### config.mk
export PLATFORM = sky130hd
export DESIGN_NAME = lps_rem
export DESIGN_NICKNAME = d
export VERILOG_FILES = /design/src/hdl/lps_pkg.sv /design/src/hdl/lps_rem.sv
export SDC_FILE = /design/constraint.sdc
export NUM_CORES = 1
export LEC_CHECK = 0
export BUFFER_PORTS_ARGS = -buffer_cell sky130_fd_sc_hd__buf_2
export CAP_MARGIN = 20
export CORE_UTILIZATION = 30
export DETAILED_ROUTE_END_ITERATION = 10
export PLACE_DENSITY = 0.55
export REMOVE_ABC_BUFFERS = 1
export SETUP_SLACK_MARGIN = 0.15
export SYNTH_ARGS = -nofsm -noshare
export SYNTH_HDL_FRONTEND = slang
export SYNTH_SLANG_ARGS = --single-unit
### constraint.sdc
create_clock -name clock -period 2.91 [get_ports clock]
set_clock_uncertainty 0.05 [all_clocks]
set_input_delay 0.291 -clock clock [delete_from_list [all_inputs] [get_ports clock]]
set_output_delay 0.291 -clock clock [all_outputs]
set_load 0.05 [all_outputs]
### src/hdl/lps_pkg.sv
// Shared constants and types for the linear prime sieve.
// Used by lps_rem, linear_prime_sieve and the bench; no other dependencies.
package lps_pkg;

   localparam int LPS_MAX_N_DEFAULT       = 65535;
   localparam int LPS_PRIME_DEPTH_DEFAULT = 8192;

   localparam int LPS_LIMIT_W = 16;
   localparam int LPS_VALUE_W = 16;
   localparam int LPS_COUNT_W = 14;

   localparam logic [LPS_LIMIT_W-1:0] LPS_LIMIT_RESET = 16'hFFFF;

   // Status of the serial remainder unit as seen by the sequencer.
   typedef struct packed {
      logic busy;
      logic zero;
   } lps_div_status_type;

endpackage

### src/hdl/lps_rem.sv
// Serial divisibility checker: restoring remainder, one dividend bit per cycle.
// Depends on lps_pkg for the status struct.
module lps_rem #(
   parameter int NW = lps_pkg::LPS_VALUE_W
) (
   input  logic                        clock,
   input  logic                        reset,
   input  logic                        start,
   input  logic [NW-1:0]               dividend,
   input  logic [NW-1:0]               divisor,
   output lps_pkg::lps_div_status_type status
);
   import lps_pkg::*;

   localparam int CNTW = $clog2(NW + 1);

   logic            busy_ff, busy_in;
   logic [CNTW-1:0] cnt_ff, cnt_in;
   logic [NW-1:0]   rem_ff, rem_in;
   logic [NW-1:0]   dvd_ff, dvd_in;
   logic [NW-1:0]   dvs_ff, dvs_in;
   logic [NW:0]     trial;

   always_comb begin
      busy_in = busy_ff;
      cnt_in  = cnt_ff;
      rem_in  = rem_ff;
      dvd_in  = dvd_ff;
      dvs_in  = dvs_ff;
      trial   = {rem_ff, dvd_ff[NW-1]};
      if (start) begin
         busy_in = 1'b1;
         cnt_in  = CNTW'(NW);
         rem_in  = '0;
         dvd_in  = dividend;
         dvs_in  = divisor;
      end else if (busy_ff) begin
         // The partial remainder stays below the divisor, so NW bits hold it.
         if (trial >= {1'b0, dvs_ff}) begin
            rem_in = NW'(trial - {1'b0, dvs_ff});
         end else begin
            rem_in = trial[NW-1:0];
         end
         dvd_in = {dvd_ff[NW-2:0], 1'b0};
         cnt_in = cnt_ff - 1'b1;
         if (cnt_ff == CNTW'(1)) begin
            busy_in = 1'b0;
         end
      end
   end

   always_ff @(posedge clock) begin
      if (reset) begin
         busy_ff <= 1'b0;
         cnt_ff  <= '0;
      end else begin
         busy_ff <= busy_in;
         cnt_ff  <= cnt_in;
      end
      rem_ff <= rem_in;
      dvd_ff <= dvd_in;
      dvs_ff <= dvs_in;
   end

   assign status.busy = busy_ff;
   assign status.zero = (rem_ff == '0);

endmodule

==> results.ini <==
[min_path]
hold_start=divisor[0]
hold_class=in -> reg

[placement]
place_inst=447
placed_area_um2=3324
dp_hpwl_um=4508
pre_cts_slack_ns=0.3768
io_buffers=36
place_congestion=0.8682

[finish]
multiInputGateArea_um2=1450
stdcell_area_um2=3407
n_fill_cell=1021
mostFrequentLayoutCells=36 x buf_2, 32 x nand2_1, 32 x edfxtp_1
mostFrequentLayoutCell=buf_2
n_antenna_cell=0
nets=375
fin_util=0.3502
drive_gt1_frac=0.2422
area_growth_pct=13.18
fin_cells=455
regArea_um2=1401

[setup_path]
critPathMaxFanout=3
reg2reg_from=dvd_ff[15]$_DFFE_PP_
start_kind=register
crit_arrival_ns=2.63
crit_path_start=dvd_ff[15]$_DFFE_PP_
worst_ep_required_time_ns=3.08
r2r_slack_ns=0.45
end_kind=register
critical_path_class=reg -> reg

[grt]
grt_max_degree=25
grt_pass1_vias=2136
antenna_found_initial=0
grt_pass1_wl_um=10370
grt-ovfl-total=0
grtUsageTotal=0.1270

[floorplanning]
start_util=0.3094
io-pin-count=37
fp.dieH_um=102.2
core_area_um2=9729
dieArea_um2=10440
die_w_um=102.2
rows=36

[power_and_ir_drop]
totalPowerFinal_mw=1.623
leakagePower_nw=1.357
ir_drop_mv=0.1910
powerDensity_nw_per_um2=476.4

[route]
routed_wl_um=6008
drt_iter0_drc=94
via_per_inst=4.756
dr.pass1.iters=4
drc=0
wl_per_cell_um=13.20
num_vias=2164
ant_nets=0

[logic_synthesis]
synth_cells=285
synth-seq-cells=54
synth_edf_count=32
ys.flop_type=edfxtp_1
avgSynthCellArea_um2=10.56
synth_cell_types=52
synth_warnings=0
syn_area_um2=3010
postSynth.asyncResetShare=0
ys_seq_area_frac=0.4655

[sta]
slew_headroom=0.5939
fmax_mhz=406.8
drv_slew=0
rsz0062_at_grt=false
worst_slew_pin_slew_ns=0.6085
setup_ws_ns=0.4520
period_share=0.8447
fin_tns_setup_ns=0
min_period_ns=2.458
hold_viol=0
setup_violations=0
whs_ns=0.1016

[clock_network]
cts_made_buffers=5
clk_latency_ns=0.31
clock_tree.root_cell=clkbuf_8
cts.sinks=54
hold_buffers=0
cts_tree=done
htree_levels=2
clk_pin_slew_ns=0.10
ctsLongestPathBuffers=2

[run]
cap_violations=0

[status]
outcome=complete, no violations

==> state kept, by name (all words and copies together), names as in the netlist <==
signal	flops
busy_ff	1
cnt_ff	5
dvd_ff	16
dvs_ff	16
rem_ff	16
==> cell usage after synthesis (all sizes together), types with 7 or more instances <==
cell | number | share of area
a21oi | 18 | 0.031
inv | 22 | 0.027
o21ai | 12 | 0.021
edfxtp | 32 | 0.32
buf | 9 | 0.021
dfxtp | 22 | 0.15
nor2 | 17 | 0.024
nor3 | 7 | 0.012
nand2 | 32 | 0.040
ha | 18 | 0.075
mux2 | 15 | 0.056
xor2 | 12 | 0.035
==> timing repair <==
item / in CTS / in global routing
setup endpoints to repair: 0 / 4
setup buffers: 0 / 0
endpoints found under the hold margin: 0 / 0
gates resized for setup: 0 / 1
==> power breakdown <==
group	switching [mW]	internal (mW)	total, mW
clock network	0.242	0.166	0.408
logic	0.183	0.135	0.318
registers	0.0252	0.872	0.897
total	0.450	1.17	1.62
==> kinds of logic (layout without fill, tap and decap cells) <==
group	after synthesis	count (layout)	synth area share
buf+inv	35	72	0.05320
flops	54	54	0.4655
simple gates	79	79	0.1239
compound gates	59	59	0.1475
xor+xnor	18	18	0.05237
mux	21	21	0.07606
fa+ha+maj	19	19	0.08146
==> final timing paths <==
kind                                   to  cells after the start
setup / recovery  rem_ff[12]$_SDFFE_PP0P_                     11
hold reg to reg    rem_ff[4]$_SDFFE_PP0P_                      2
setup reg to reg  rem_ff[12]$_SDFFE_PP0P_                     11
hold / removal        dvs_ff[0]$_DFFE_PP_                      1
==> critical path, cell delays in order (launching register included) <==
cell	delay, ns
edfxtp_1	0.38
inv_1	0.09
ha_1	0.17
inv_1	0.05
fa_1	0.41
nand3_1	0.13
a21oi_1	0.08
nor3_1	0.32
o21ai_0	0.19
a21oi_1	0.20
xor2_1	0.09
o311ai_1	0.21
==> per-layer routing <==
layer	global-route usage	part of all wire	vias to the layer above
li1	-	-	1102
met1	0.1762	0.49	1008
met2	0.2050	0.45	49
met3	0.02120	0.044	5
met4	0.03297	0.011	0
met5	0	0	-
==> final cells by class <==
class	count	area share
Inverter	22	0.02424
Multi-Input combinational cell	196	0.4256
Sequential cell	54	0.4113
Clock buffer	6	0.02130
Tap cell	133	0.04884
Timing Repair Buffer	42	0.06610
Clock inverter	2	0.002571
Note: power is estimated with default switching activity, not from simulation.
